### src/hw/rtl/touch_joystick_vector_assert.svh
// assertion macros shared by the joystick vector rtl
`ifndef TOUCH_JOYSTICK_VECTOR_ASSERT_SVH
`define TOUCH_JOYSTICK_VECTOR_ASSERT_SVH
`ifndef NO_ASSERTIONS
// same-cycle implication
`define TJV_ASSERT_NOW(label, ante, cons, msg) \
  label: assert property (@(posedge clk) disable iff (!rst_n) (ante) |-> (cons)) \
    else $error(msg);
// next-cycle implication
`define TJV_ASSERT_NEXT(label, ante, cons, msg) \
  label: assert property (@(posedge clk) disable iff (!rst_n) (ante) |=> (cons)) \
    else $error(msg);
`else
`define TJV_ASSERT_NOW(label, ante, cons, msg)
`define TJV_ASSERT_NEXT(label, ante, cons, msg)
`endif
`endif

### src/hw/rtl/tjv_pkg.sv
// types and constants of the touch joystick vector block
`default_nettype none
package tjv_pkg;
  localparam int TJV_COORD_BITS = 12;
  localparam int TJV_IN_BITS    = 12;
  localparam int TJV_MUL_W      = 26;
  localparam int TJV_Q_BITS     = 16;
  localparam int TJV_ROOT_BITS  = 12;
  localparam logic [3:0] TJV_ROOT_MSB = 4'd11;

  localparam logic [2:0] REG_CENTER_X    = 3'd0;
  localparam logic [2:0] REG_CENTER_Y    = 3'd1;
  localparam logic [2:0] REG_MAX_TRAVEL  = 3'd2;
  localparam logic [2:0] REG_KNOB_RADIUS = 3'd3;
  localparam logic [2:0] REG_STICK_ID    = 3'd4;

  typedef enum logic [1:0] {
    EV_PRESS   = 2'd0,
    EV_DRAG    = 2'd1,
    EV_RELEASE = 2'd2,
    EV_OTHER   = 2'd3
  } tjv_event_t;

  typedef enum logic [3:0] {
    ST_IDLE,
    ST_SQX,
    ST_SQY,
    ST_MSQ,
    ST_RHSX,
    ST_RHSY,
    ST_CINIT,
    ST_CMUL,
    ST_CCMP,
    ST_RSQ,
    ST_GRAB,
    ST_DIV_START,
    ST_DIV_WAIT,
    ST_EMIT
  } tjv_state_t;

  typedef struct packed {
    logic       in_fire;
    tjv_event_t in_kind;
    logic       is_press;
    logic       dragging;
    logic       clamp;
    logic       small_move;
    logic       div_done;
    logic       out_free;
  } tjv_stat_t;

  typedef struct packed {
    tjv_state_t state;
    logic       comp_y;
    logic [3:0] bit_idx;
    logic       in_ready;
    logic       div_start;
    logic       out_load;
  } tjv_ctrl_t;
endpackage
`default_nettype wire

### src/hw/rtl/touch_joystick_vector.sv
// on-screen joystick: touch events in, clamped knob offset and q1.15 ratios out
//
// in_*  : one word per touch event; tuser carries the event kind, tdata the point.
// out_* : zero or one report word per event (release always reports, a press
//         never does, a drag reports when grabbed and the move is not tiny).
// cfg_* : register writes, always ready; write only while no event is in work.
// in_tready is low while an event is in work. With clamping, the root search
// steps each bit through a multiply state and a compare state, twelve bits
// per axis on the shared multiplier. The two q1.15 ratios come from a
// two-lane divider, one bit per cycle, 16 quotient bits per ratio.
// The report sits in an output register: the next event is accepted while it
// waits; if the receiver still stalls when a new report is ready, the block
// holds in its emit step until out_tready frees the register.
// Reset clears the grab flag, the output valid and the registers (max travel
// to 1, the rest to 0). A max travel of 0 acts as 1.
`default_nettype none
`include "touch_joystick_vector_assert.svh"
module touch_joystick_vector #(
  parameter int COORD_BITS = tjv_pkg::TJV_COORD_BITS
) (
  input  logic        clk,
  input  logic        rst_n,
  input  logic        in_tvalid,
  output logic        in_tready,
  input  logic [23:0] in_tdata,   // touch_x[11:0], touch_y[23:12]
  input  logic [1:0]  in_tuser,   // event_kind[1:0]
  output logic        out_tvalid,
  input  logic        out_tready,
  output logic [63:0] out_tdata,  // report_id[7:0], ratio_x[23:8], ratio_y[39:24],
                                  // knob_x[51:40], knob_y[63:52]
  input  logic        cfg_valid,
  output logic        cfg_ready,
  input  logic [2:0]  cfg_index,
  input  logic [11:0] cfg_data
);
  import tjv_pkg::*;

  localparam int CW = (COORD_BITS < TJV_IN_BITS) ? COORD_BITS : TJV_IN_BITS;
  localparam logic [TJV_IN_BITS-1:0] CMASK = TJV_IN_BITS'((64'd1 << CW) - 64'd1);

  tjv_ctrl_t ctrl;
  tjv_stat_t stat;

  // registers
  logic [11:0] center_x_r, center_y_r;
  logic [10:0] max_travel_r, knob_radius_r;
  logic [7:0]  stick_id_r;
  logic [10:0] m_eff;

  // event state
  logic        dragging_r, is_press_r, zero_r, clamp_r, sx_r, sy_r;
  logic [11:0] ax_r, ay_r, kmx_r, kmy_r, q_r;
  logic [23:0] ax2_r, ay2_r, qsq_r, csq_r, kysq_r;
  logic [25:0] len2_r, k2_r;
  logic [21:0] msq_r;
  logic [45:0] rhsx_r, rhsy_r;
  logic        out_tvalid_r;
  logic [63:0] out_tdata_r;

  logic [25:0] mul_a, mul_b;
  logic [51:0] mul_p;

  logic        div_done;
  logic [15:0] div_qx, div_qy;

  logic        in_fire;
  logic [11:0] tx, ty, cx, cy;
  logic [12:0] dx, dy, dx_neg, dy_neg;
  logic [11:0] ax_nxt, ay_nxt;

  logic [11:0] c_bit, c_val, q_new;
  logic [45:0] rhs_sel;
  logic        bit_ok;
  logic [23:0] qsq_new, csq_step;
  logic [4:0]  sq_shift;
  logic        clamp_now;

  logic [21:0] r2;
  logic [25:0] nine_r2;
  logic [27:0] four_k2;
  logic        grab;

  logic [18:0] hx, hy;
  logic        small_move;

  logic [11:0] knob_x, knob_y;
  logic [15:0] ratio_x, ratio_y;

  function automatic logic [15:0] q15_sat(input logic [15:0] mag, input logic neg);
    logic [15:0] r;
    if (neg) begin
      r = 16'd0 - mag;
    end else if (mag[15]) begin
      r = 16'h7fff;
    end else begin
      r = mag;
    end
    return r;
  endfunction

  assign m_eff     = (max_travel_r == 11'd0) ? 11'd1 : max_travel_r;
  assign cfg_ready = 1'b1;
  assign in_tready = ctrl.in_ready;
  assign in_fire   = in_tvalid && in_tready;

  // offsets from the center at acceptance
  always_comb begin
    tx     = in_tdata[11:0] & CMASK;
    ty     = in_tdata[23:12] & CMASK;
    cx     = center_x_r & CMASK;
    cy     = center_y_r & CMASK;
    dx     = {1'b0, tx} - {1'b0, cx};
    dy     = {1'b0, ty} - {1'b0, cy};
    dx_neg = 13'd0 - dx;
    dy_neg = 13'd0 - dy;
    ax_nxt = dx[12] ? dx_neg[11:0] : dx[11:0];
    ay_nxt = dy[12] ? dy_neg[11:0] : dy[11:0];
  end

  // multiplier operand select
  always_comb begin
    mul_a = '0;
    mul_b = '0;
    unique case (ctrl.state)
      ST_SQX: begin
        mul_a = {14'd0, ax_r};
        mul_b = {14'd0, ax_r};
      end
      ST_SQY: begin
        mul_a = {14'd0, ay_r};
        mul_b = {14'd0, ay_r};
      end
      ST_MSQ: begin
        mul_a = {15'd0, m_eff};
        mul_b = {15'd0, m_eff};
      end
      ST_RHSX: begin
        mul_a = {4'd0, mul_p[21:0]};
        mul_b = {2'd0, ax2_r};
      end
      ST_RHSY: begin
        mul_a = {4'd0, msq_r};
        mul_b = {2'd0, ay2_r};
      end
      ST_CMUL: begin
        mul_a = {2'd0, csq_r};
        mul_b = len2_r;
      end
      ST_RSQ: begin
        mul_a = {15'd0, knob_radius_r};
        mul_b = {15'd0, knob_radius_r};
      end
      default: begin
        mul_a = '0;
        mul_b = '0;
      end
    endcase
  end

  // root search bit: largest q <= m with q^2 * len2 <= m^2 * a^2
  always_comb begin
    c_bit     = 12'd1 << ctrl.bit_idx;
    c_val     = q_r | c_bit;
    rhs_sel   = ctrl.comp_y ? rhsy_r : rhsx_r;
    bit_ok    = (mul_p <= {6'd0, rhs_sel}) && (c_val <= {1'b0, m_eff});
    q_new     = bit_ok ? c_val : q_r;
    qsq_new   = bit_ok ? csq_r : qsq_r;
    // square of the next candidate from the running square
    sq_shift  = {ctrl.bit_idx, 1'b0} - 5'd2;
    csq_step  = qsq_new + ({12'd0, q_new} << ctrl.bit_idx) + (24'd1 << sq_shift);
    clamp_now = len2_r > {4'd0, mul_p[21:0]};
  end

  // grab zone: 4*k^2 <= 9*r^2
  always_comb begin
    r2      = mul_p[21:0];
    nine_r2 = {1'b0, r2, 3'b000} + {4'd0, r2};
    four_k2 = {k2_r, 2'b00};
    grab    = four_k2 <= {2'd0, nine_r2};
  end

  always_comb begin
    hx         = {7'd0, kmx_r} * 19'd100;
    hy         = {7'd0, kmy_r} * 19'd100;
    small_move = (hx < {8'd0, m_eff}) && (hy < {8'd0, m_eff});
  end

  always_comb begin
    knob_x  = sx_r ? 12'd0 - kmx_r : kmx_r;
    knob_y  = sy_r ? 12'd0 - kmy_r : kmy_r;
    ratio_x = q15_sat(div_qx, sx_r);
    ratio_y = q15_sat(div_qy, !sy_r);
  end

  always_comb begin
    stat.in_fire    = in_fire;
    stat.in_kind    = tjv_event_t'(in_tuser);
    stat.is_press   = is_press_r;
    stat.dragging   = dragging_r;
    stat.clamp      = clamp_now;
    stat.small_move = small_move;
    stat.div_done   = div_done;
    stat.out_free   = !out_tvalid_r || out_tready;
  end

  tjv_ctrl u_ctrl (
    .clk    (clk),
    .rst_n  (rst_n),
    .stat_i (stat),
    .ctrl_o (ctrl)
  );

  tjv_mul #(
    .W (TJV_MUL_W)
  ) u_mul (
    .clk (clk),
    .a_i (mul_a),
    .b_i (mul_b),
    .p_o (mul_p)
  );

  tjv_div u_div (
    .clk     (clk),
    .rst_n   (rst_n),
    .start_i (ctrl.div_start),
    .m_i     (m_eff),
    .a0_i    (kmx_r),
    .a1_i    (kmy_r),
    .done_o  (div_done),
    .q0_o    (div_qx),
    .q1_o    (div_qy)
  );

  // control state and registers
  always_ff @(posedge clk) begin
    if (!rst_n) begin
      center_x_r    <= '0;
      center_y_r    <= '0;
      max_travel_r  <= 11'd1;
      knob_radius_r <= '0;
      stick_id_r    <= '0;
      dragging_r    <= 1'b0;
      out_tvalid_r  <= 1'b0;
    end else begin
      if (cfg_valid && cfg_ready) begin
        priority case (cfg_index)
          REG_CENTER_X:    center_x_r    <= cfg_data;
          REG_CENTER_Y:    center_y_r    <= cfg_data;
          REG_MAX_TRAVEL:  max_travel_r  <= cfg_data[10:0];
          REG_KNOB_RADIUS: knob_radius_r <= cfg_data[10:0];
          REG_STICK_ID:    stick_id_r    <= cfg_data[7:0];
          default: ;
        endcase
      end
      if (in_fire && (tjv_event_t'(in_tuser) == EV_RELEASE)) begin
        dragging_r <= 1'b0;
      end else if (ctrl.state == ST_GRAB) begin
        dragging_r <= grab;
      end
      if (ctrl.out_load) begin
        out_tvalid_r <= 1'b1;
      end else if (out_tready) begin
        out_tvalid_r <= 1'b0;
      end
    end
  end

  // datapath
  always_ff @(posedge clk) begin
    unique case (ctrl.state)
      ST_IDLE: begin
        if (in_fire) begin
          is_press_r <= (tjv_event_t'(in_tuser) == EV_PRESS);
          zero_r     <= (tjv_event_t'(in_tuser) == EV_RELEASE);
          sx_r       <= dx[12];
          sy_r       <= dy[12];
          ax_r       <= ax_nxt;
          ay_r       <= ay_nxt;
        end
      end
      ST_SQY: ax2_r <= mul_p[23:0];
      ST_MSQ: begin
        ay2_r  <= mul_p[23:0];
        len2_r <= {2'd0, ax2_r} + {2'd0, mul_p[23:0]};
      end
      ST_RHSX: begin
        msq_r   <= mul_p[21:0];
        clamp_r <= clamp_now;
        k2_r    <= len2_r;
        kmx_r   <= ax_r;
        kmy_r   <= ay_r;
      end
      ST_RHSY: rhsx_r <= mul_p[45:0];
      ST_CINIT: begin
        rhsy_r <= mul_p[45:0];
        q_r    <= '0;
        qsq_r  <= '0;
        csq_r  <= 24'd1 << (2 * (TJV_ROOT_BITS - 1));
      end
      ST_CCMP: begin
        if (ctrl.bit_idx == 4'd0) begin
          q_r   <= '0;
          qsq_r <= '0;
          csq_r <= 24'd1 << (2 * (TJV_ROOT_BITS - 1));
          if (!ctrl.comp_y) begin
            kmx_r <= q_new;
            k2_r  <= {2'd0, qsq_new};
          end else begin
            kmy_r  <= q_new;
            kysq_r <= qsq_new;
          end
        end else begin
          q_r   <= q_new;
          qsq_r <= qsq_new;
          csq_r <= csq_step;
        end
      end
      ST_RSQ: begin
        if (clamp_r) begin
          k2_r <= k2_r + {2'd0, kysq_r};
        end
      end
      ST_EMIT: begin
        if (ctrl.out_load) begin
          if (zero_r) begin
            out_tdata_r <= {56'd0, stick_id_r};
          end else begin
            out_tdata_r <= {knob_y, knob_x, ratio_y, ratio_x, stick_id_r};
          end
        end
      end
      default: ;
    endcase
  end

  assign out_tvalid = out_tvalid_r;
  assign out_tdata  = out_tdata_r;

  `TJV_ASSERT_NOW(a_knob_in_travel, ctrl.out_load && !zero_r, (kmx_r <= {1'b0, m_eff}) && (kmy_r <= {1'b0, m_eff}), "knob offset beyond travel")
  `TJV_ASSERT_NOW(a_clamp_shrinks, ctrl.state == ST_DIV_START, (kmx_r <= ax_r) && (kmy_r <= ay_r), "clamp grew the offset")
  `TJV_ASSERT_NOW(a_div_done_wait, div_done, ctrl.state == ST_DIV_WAIT, "divider done outside wait")
  `TJV_ASSERT_NEXT(a_release_drops, in_fire && (in_tuser == EV_RELEASE), !dragging_r, "release kept grab")
endmodule
`default_nettype wire

### src/hw/rtl/tjv_mul.sv
// shared unsigned multiplier with registered product
`default_nettype none
module tjv_mul #(
  parameter int W = tjv_pkg::TJV_MUL_W
) (
  input  logic           clk,
  input  logic [W-1:0]   a_i,
  input  logic [W-1:0]   b_i,
  output logic [2*W-1:0] p_o
);
  logic [2*W-1:0] p_r;

  always_ff @(posedge clk) begin
    p_r <= a_i * b_i;
  end

  assign p_o = p_r;
endmodule
`default_nettype wire

### src/hw/rtl/tjv_div.sv
// two-lane restoring divider, one quotient bit per cycle: a * 2^15 / m
`default_nettype none
module tjv_div (
  input  logic        clk,
  input  logic        rst_n,
  input  logic        start_i,
  input  logic [10:0] m_i,
  input  logic [11:0] a0_i,
  input  logic [11:0] a1_i,
  output logic        done_o,
  output logic [15:0] q0_o,
  output logic [15:0] q1_o
);
  import tjv_pkg::*;

  localparam logic [4:0] STEPS = 5'(TJV_Q_BITS);

  logic        busy_r;
  logic        done_r;
  logic [4:0]  cnt_r;
  logic [10:0] m_r;
  logic [11:0] rem0_r, rem1_r;
  logic [15:0] q0_r, q1_r;

  logic        ge0, ge1;
  logic [11:0] sub0, sub1;

  // remainder stays below twice the divisor, so one compare-subtract per bit
  always_comb begin
    ge0  = rem0_r >= {1'b0, m_r};
    ge1  = rem1_r >= {1'b0, m_r};
    sub0 = ge0 ? rem0_r - {1'b0, m_r} : rem0_r;
    sub1 = ge1 ? rem1_r - {1'b0, m_r} : rem1_r;
  end

  always_ff @(posedge clk) begin
    if (!rst_n) begin
      busy_r <= 1'b0;
      done_r <= 1'b0;
      cnt_r  <= '0;
    end else begin
      done_r <= 1'b0;
      if (start_i) begin
        busy_r <= 1'b1;
        cnt_r  <= STEPS;
      end else if (busy_r) begin
        cnt_r <= cnt_r - 5'd1;
        if (cnt_r == 5'd1) begin
          busy_r <= 1'b0;
          done_r <= 1'b1;
        end
      end
    end
  end

  always_ff @(posedge clk) begin
    if (start_i) begin
      m_r    <= m_i;
      rem0_r <= a0_i;
      rem1_r <= a1_i;
      q0_r   <= '0;
      q1_r   <= '0;
    end else if (busy_r) begin
      rem0_r <= {sub0[10:0], 1'b0};
      rem1_r <= {sub1[10:0], 1'b0};
      q0_r   <= {q0_r[14:0], ge0};
      q1_r   <= {q1_r[14:0], ge1};
    end
  end

  assign done_o = done_r;
  assign q0_o   = q0_r;
  assign q1_o   = q1_r;
endmodule
`default_nettype wire

### src/hw/rtl/tjv_ctrl.sv
// sequencer stepping the shared multiplier, the root search and the divider
`default_nettype none
module tjv_ctrl (
  input  logic              clk,
  input  logic              rst_n,
  input  tjv_pkg::tjv_stat_t stat_i,
  output tjv_pkg::tjv_ctrl_t ctrl_o
);
  import tjv_pkg::*;

  tjv_state_t state_r, state_nxt;
  logic       comp_r, comp_nxt;
  logic [3:0] bit_r, bit_nxt;

  always_ff @(posedge clk) begin
    if (!rst_n) begin
      state_r <= ST_IDLE;
      comp_r  <= 1'b0;
      bit_r   <= '0;
    end else begin
      state_r <= state_nxt;
      comp_r  <= comp_nxt;
      bit_r   <= bit_nxt;
    end
  end

  // next state
  always_comb begin
    state_nxt = state_r;
    comp_nxt  = comp_r;
    bit_nxt   = bit_r;
    unique case (state_r)
      ST_IDLE: begin
        if (stat_i.in_fire) begin
          unique case (stat_i.in_kind)
            EV_PRESS:   state_nxt = ST_SQX;
            EV_DRAG:    state_nxt = stat_i.dragging ? ST_SQX : ST_IDLE;
            EV_RELEASE: state_nxt = ST_EMIT;
            EV_OTHER:   state_nxt = ST_IDLE;
            default:    state_nxt = ST_IDLE;
          endcase
        end
      end
      ST_SQX:  state_nxt = ST_SQY;
      ST_SQY:  state_nxt = ST_MSQ;
      ST_MSQ:  state_nxt = ST_RHSX;
      ST_RHSX: begin
        if (stat_i.clamp) begin
          state_nxt = ST_RHSY;
        end else begin
          state_nxt = stat_i.is_press ? ST_RSQ : ST_DIV_START;
        end
      end
      ST_RHSY: state_nxt = ST_CINIT;
      ST_CINIT: begin
        state_nxt = ST_CMUL;
        comp_nxt  = 1'b0;
        bit_nxt   = TJV_ROOT_MSB;
      end
      ST_CMUL: state_nxt = ST_CCMP;
      ST_CCMP: begin
        if (bit_r == 4'd0) begin
          if (!comp_r) begin
            state_nxt = ST_CMUL;
            comp_nxt  = 1'b1;
            bit_nxt   = TJV_ROOT_MSB;
          end else begin
            state_nxt = stat_i.is_press ? ST_RSQ : ST_DIV_START;
          end
        end else begin
          state_nxt = ST_CMUL;
          bit_nxt   = bit_r - 4'd1;
        end
      end
      ST_RSQ:       state_nxt = ST_GRAB;
      ST_GRAB:      state_nxt = ST_IDLE;
      ST_DIV_START: state_nxt = stat_i.small_move ? ST_IDLE : ST_DIV_WAIT;
      ST_DIV_WAIT:  state_nxt = stat_i.div_done ? ST_EMIT : ST_DIV_WAIT;
      ST_EMIT:      state_nxt = stat_i.out_free ? ST_IDLE : ST_EMIT;
      default:      state_nxt = ST_IDLE;
    endcase
  end

  // outputs
  always_comb begin
    ctrl_o.state     = state_r;
    ctrl_o.comp_y    = comp_r;
    ctrl_o.bit_idx   = bit_r;
    ctrl_o.in_ready  = (state_r == ST_IDLE);
    ctrl_o.div_start = (state_r == ST_DIV_START) && !stat_i.small_move;
    ctrl_o.out_load  = (state_r == ST_EMIT) && stat_i.out_free;
  end
endmodule
`default_nettype wire

### config.mk
export PLATFORM = sky130hd
export DESIGN_NAME = touch_joystick_vector
export DESIGN_NICKNAME = d
export VERILOG_FILES = /design/src/hw/rtl/tjv_pkg.sv /design/src/hw/rtl/touch_joystick_vector.sv /design/src/hw/rtl/tjv_mul.sv /design/src/hw/rtl/tjv_div.sv /design/src/hw/rtl/tjv_ctrl.sv
export VERILOG_INCLUDE_DIRS = /design/src /design/src/hw/rtl
export SDC_FILE = /design/constraint.sdc
export NUM_CORES = 2
export LEC_CHECK = 0
export BUFFER_PORTS_ARGS = -buffer_cell sky130_fd_sc_hd__buf_4
export CORE_ASPECT_RATIO = 0.6
export CORE_MARGIN = 5
export CORE_UTILIZATION = 45
export DETAILED_ROUTE_END_ITERATION = 10
export SKIP_LAST_GASP = 1
export SLEW_MARGIN = 20
export SYNTH_ARGS = -nofsm -noshare
export SYNTH_HDL_FRONTEND = slang
export SYNTH_SLANG_ARGS = --single-unit
export TNS_END_PERCENT = 1
### constraint.sdc
create_clock -name clk -period 9.3 [get_ports clk]
set_clock_uncertainty 0.15 [all_clocks]
set_input_delay 0.93 -clock clk [delete_from_list [all_inputs] [get_ports clk]]
set_output_delay 0.93 -clock clk [all_outputs]
set_load 0.02 [all_outputs]
# Word-level counts from Yosys, hierarchy flattened
# Index checks and enable logic that the tools add are counted.
# classes
addsub,18
mul,3
n_lt_le_gt_ge,8
n_eq_ne,27
n_shift,3
n_mux,60
bitwise,3
n_reduce_logical,35
# op_table
cell,n
one-hot mux 26 bit (7 select lines),1
two-way mux 12 bit,14
one-hot mux 24 bit (7 select lines),1
one-hot mux 24 bit (2 select lines),2
two-way mux 26 bit,3
one-hot mux 26 bit (3 select lines),1
two-way mux 24 bit,3
one-hot mux 12 bit (2 select lines),3
less-or-equal comparator 52 x 46 -> 1 bit,1
one-hot mux 4 bit (13 select lines),1
multiplier 24 x 26 -> 50 bit,1
adder 24 bit,2
"subtractor 1 x 12 -> 12 bit, first input constant",4
two-way mux 46 bit,1
< comparator 19 x 11 -> 1 bit,2
"multiplier 12 x 5 -> 17 bit, second input constant",2
two-way mux 11 bit,3
two-way mux 16 bit,2
two-way mux 4 bit,8
"subtractor 1 x 16 -> 16 bit, first input constant",2
two-way mux 15 bit,2
less-or-equal comparator 28 x 26 -> 1 bit,1
adder 25 x 22 -> 26 bit,1
adder 26 x 24 -> 26 bit,1
other kinds (47),95
# word_totals
reg_bits,606
elab_cells,199

# Longest topological paths before layout
# logic_depth
word_depth,10
mapped_depth,36
ltp_nobuf,31

# Hierarchy
# A second synthesis with hierarchy kept.
# unflattened
hier_cells,6085
hier_area_um2,59210.5
# modules_own_cells
module,n_inst,cells_each,area_each_um2
touch_joystick_vector,1,3011,30940.9
tjv_mul,1,2566,23347.4
tjv_div,1,418,4229.1
tjv_ctrl,1,90,693.2

# Worst setup path after synthesis
# Ideal clock, no wire load.
# synth_path
path_kind,register to register
from,register u_ctrl.state_r[0]
to,"register u_mul.p_r[49], in the netlist u_mul.p_o[49]"
setup_time_ns,0.120
arrival_ns,9.701
setup_slack_ns,-0.671
path_stages_with_launch,35
n_path_buf,5
synth_period_minus_slack_ns,9.971
path_cell_list,dfxtp_1 -> clkbuf_1 -> nand2b_1 -> nor2_1 -> clkbuf_1 -> clkbuf_1 -> buf_1 -> nand2_1 -> nand2_1 -> clkbuf_1 -> nand2_1 -> fa_1 -> inv_1 -> fa_1 -> inv_1 -> fa_1 -> fa_1 -> inv_1 -> fa_1 -> fa_1 -> inv_1 -> fa_1 -> inv_1 -> ha_1 -> o21ai_0 -> o21ai_0 -> and2_1 -> o2111a_1 -> a21oi_1 -> a21oi_1 -> o311a_1 -> a2bb2oi_1 -> a31o_2 -> a21oi_1 -> xnor2_1
# synth_via
elab_chain_len,3
word_cells_on_any_way,10
# synth_lines
element,line,source
start: declaration,tjv_ctrl.sv:11,"tjv_state_t state_r, state_nxt;"
start signal: assignment,tjv_ctrl.sv:21,state_r <= state_nxt;
equality test 4 bit (tied with other cells),touch_joystick_vector.sv:124,unique case (ctrl.state)
one-hot mux 24 bit (7 select lines) / one-hot mux 26 bit (7 select lines) (equally long branches),touch_joystick_vector.sv:124,
multiplier 24 x 26 -> 50 bit *,tjv_mul.sv:14,p_r <= a_i * b_i;
end signal: assignment,tjv_mul.sv:14,
end: declaration,tjv_mul.sv:11,logic [2*W-1:0] p_r;
# Every way passes the cells marked *; elsewhere a longest branch is shown, timed or not.
# A chain may end at the register's enable or synchronous reset.

# Final worst setup path
# layout_path
from,register u_ctrl.state_r[2]
to,"register u_mul.p_r[48], in the netlist u_mul.p_o[48]"
# The elaborated chain is that of the path after synthesis.

==> summary.md <==
| Metric | Value |
|---|---|
| Status | completed |
| Final period util | slightly below 100% |
| Ant. Diodes | 0 |
| FF+latch count, synth | 603 |
| Dpl cells | 7,701 |
| # fillers | 11,362 |
| First-pass GRT wire length | ~280,000 um |
| Initial core utilization | 45.15% |
| CTS tree | built |
| CORE AREA | 123,500 um2 |
| MaxCap Viol Count | 0 |
| Final TNS setup | 0 ns |
| VDD IR-drop max | about 180 uV |
| Pins Over Slew Limit | 0 |
| Die Span Y | between 200 and 300 um |
| WL per Instance | 24.61 um |
| Pre-Repair DR Iteration Count | 8 |
| Clock Path Buffers | 3 |
| Post-synth ARST share | 0% |
| Worst reg2reg path depth | 27 |
| Grt total ovfl | 0 |
| Total power | between 10,000 and 15,000 uW |
| Worst EP required | 9.66 ns |
| Area of the die | 131,300 um2 |
| Drt via density | around 5.6 |
| GR Util All Layers | 29.14% |
| Reg2reg setup slack | around 0.18 ns |
| Worst hold path type | reg2reg |
| Mapped Area | between 50,000 and 60,000 um2 |
| Syn nets | 6,986 |
| Crit path kind | reg2reg |
| Post-synth EDFFs | 449 |
| Hold Vio Cnt, Final | 0 |
| Gp weighted congestion | approximately 1 |
| Most frequent cells in the layout | 888 x inv_1, 767 x nand2_1, 559 x ha_1 |
| Syn avg cell area | 9.544 um2 |
| Clk_lat worst skew | 0.66 ns |
| Final ANT Viol Nets | 0 |
| Std-Cell Rows | 100 |
| IO Pins | 113 |
| Data arrival, critical path | 9.49 ns |
| Root buffer cell | clkbuf_16 |
| Pwr Density | 170.9 nW/um2 |
| Largest net degree at the start of global routing | 66 |
| Drt first-iter violations | 5,444 |
| Worst setup EP type | flip-flop |
| CTS buffer count | 66 |
| # H-tree levels | 3 |
| DRC viols | 0 |
| Sink Count | 603 |
| Commonest non-fill, non-tap cell in the layout | inv_1 |
| Die W | 464.4 um |
| Layout Utilization | 51.06% |
| Setup crit end | u_mul.p_o[48] |
| Leak | 0.02856 uW |
| Critical Path Start | u_ctrl.state_r[2] |
| Share of layout cells above drive strength 1 | 10.70% |
| Routed wire length | 192,800 um |
| Area Growth Syn to Fin | 13.08% |
| RSZ-0062 raised after global routing | yes |
| Initial antenna violation count | 11 |
| Startpoint type of the worst setup path | flip-flop |
| Buffers on Ports | roughly 110 |
| Nets | 7,298 |
| HPWL Detailed | about 160,000 um |
| Max_slew headroom | 26.32% |
| Via count | 44,124 |
| Worst-path clk slew | around 0.070 ns |
| Yosys cell types | 90 |
| Crit Path Max Fanout | 40 |
| Post-route insts no fill | 7,837 |
| FF-to-FF End | u_mul.p_o[48] |
| Final min period | 9.124 ns |
| Final setup vio count | 0 |
| Vias in the first global route | between 40,000 and 50,000 |
| Yosys warning total | 0 |
| Cells after synthesis | 5,842 |
| Main synth FF type | edfxtp_1 |
| Worst R2R Start | u_ctrl.state_r[2] |
| Worst-Margin Slew | 1.104 ns |
| Post-synthesis sequential area ratio | 29.71% |
| Fmax | 109.6 MHz |
[synthesized netlist by cell type (65+ instances only)]
master | count | area (um2)
fa_1 | 539 | 10790
inv_1 | 889 | 3337
edfxtp_1 | 449 | 13480
ha_1 | 559 | 6994
a22oi_1 | 71 | 533.0
nor3_1 | 78 | 390.4
and2_1 | 65 | 406.6
o21ai_0 | 156 | 780.8
a21oi_1 | 200 | 1001
clkbuf_1 | 194 | 728.2
a21o_1 | 78 | 585.6
mux2i_1 | 155 | 1551
dfxtp_1 | 154 | 3083
nor2_1 | 551 | 2068
xnor2_1 | 142 | 1244
nand2_1 | 770 | 2890
a21boi_0 | 74 | 555.5
[flip-flops by register name, indices dropped and copies added, names as in the netlist, 16 cells and up]
name and count:
ax2_r 24, ay2_r 24, csq_r 24, k2_r 26, kysq_r 24, len2_r 25
msq_r 22, out_tdata 64, qsq_r 24, rhsx_r 46, rhsy_r 46, u_div.q0_o 16
u_div.q1_o 16, u_mul.p_o 50
[repair_timing]
action / 4_1_cts / 5_1_grt
hold buffers: 0 / 0
setup endpoints to repair: 0 / 16
resized for setup: 0 / 20
buffers inserted: 0 / 15
[routing by layer]
layer	up-vias	wire (um)	global-route usage, %
li1	20060	-	-
met1	21624	93640	46.37
met2	2241	64830	34.04
met3	189	30910	14.88
met4	10	3126	4.671
met5	-	341	1.550
[cell families after synthesis]
logic type | share of synthesized area [%]
flip-flops | 29.71
other | 0.006726
XOR/XNOR | 2.812
buffers and inverters | 7.571
multiplexers | 3.171
AND/OR/NAND/NOR | 13.95
adder cells (fa/ha/maj) | 31.90
AO/OA/AOI/OAI | 10.88
[through the flow]
| step | cell area, um2 | hold WS (ns) | setup slack (ns) |
|---|---|---|---|
| 2_1_floorplan | 55760 | 0.2581 | 0.005072 |
| 3_3_place_gp | 60600 | 0.2635 | 0.1647 |
| 3_5_place_dp | 60600 | 0.2672 | 0.09801 |
| 4_1_cts | 62840 | 0.2816 | 0.03918 |
| 5_1_grt | 63050 | 0.2917 | -0.1303 |
| 6_report | 63050 | 0.2875 | 0.1759 |
[power breakdown]
part / leakage (uW) / internal, uW / switching (uW)
Combinational: 0.0221 / 1740 / 2850
Clock: 0.00108 / 1610 / 1180
Sequential: 0.00534 / 3170 / 221
Total: 0.0286 / 6530 / 4250
[layout make-up]
cell class	instances	area, um2	area share (%)
Clock inverter	29	384.1	0.6092
Tap cell	1632	2042	3.239
Sequential cell	603	16570	26.28
Inverter	892	3348	5.310
Multi-Input combinational cell	4126	35160	55.77
Timing Repair Buffer	465	3687	5.848
Clock buffer	90	1856	2.943
[how the worst min path moves through the flow]
| stage | from | end | slack, ns | cells after the start |
|---|---|---|---|---|
| finish | stick_id_r[4] | out_tdata[4] | 0.29 | 0 |
| global route | stick_id_r[6] | out_tdata[6] | 0.29 | 0 |
| floorplan | stick_id_r[0] | out_tdata[0] | 0.26 | 0 |
| detailed placement | stick_id_r[7] | out_tdata[7] | 0.27 | 0 |
| CTS | stick_id_r[7] | out_tdata[7] | 0.28 | 0 |
| global placement | stick_id_r[1] | out_tdata[1] | 0.26 | 0 |
[worst max-delay path, cell delays in order, from the launching register on]
cell and delay [ns]:
dfxtp_1 0.45, nand2b_2 0.21, nor3_2 0.23, buf_12 0.20, buf_12 0.25, buf_4 0.23, a22oi_1 0.11, and2_1 0.38
buf_4 0.28, nor2_1 0.30, fa_1 0.51, fa_1 0.52, fa_1 0.53, fa_1 0.52, fa_1 0.57, fa_1 0.58
inv_1 0.09, fa_1 0.67, inv_1 0.09, ha_1 0.37, a211oi_1 0.33, o21a_1 0.19, a31oi_1 0.07, a21oi_1 0.30
o211ai_1 0.17, o21ai_0 0.39, nand3_1 0.13, o311ai_0 0.12
No activity file was read; power rests on OpenSTA's default activity.
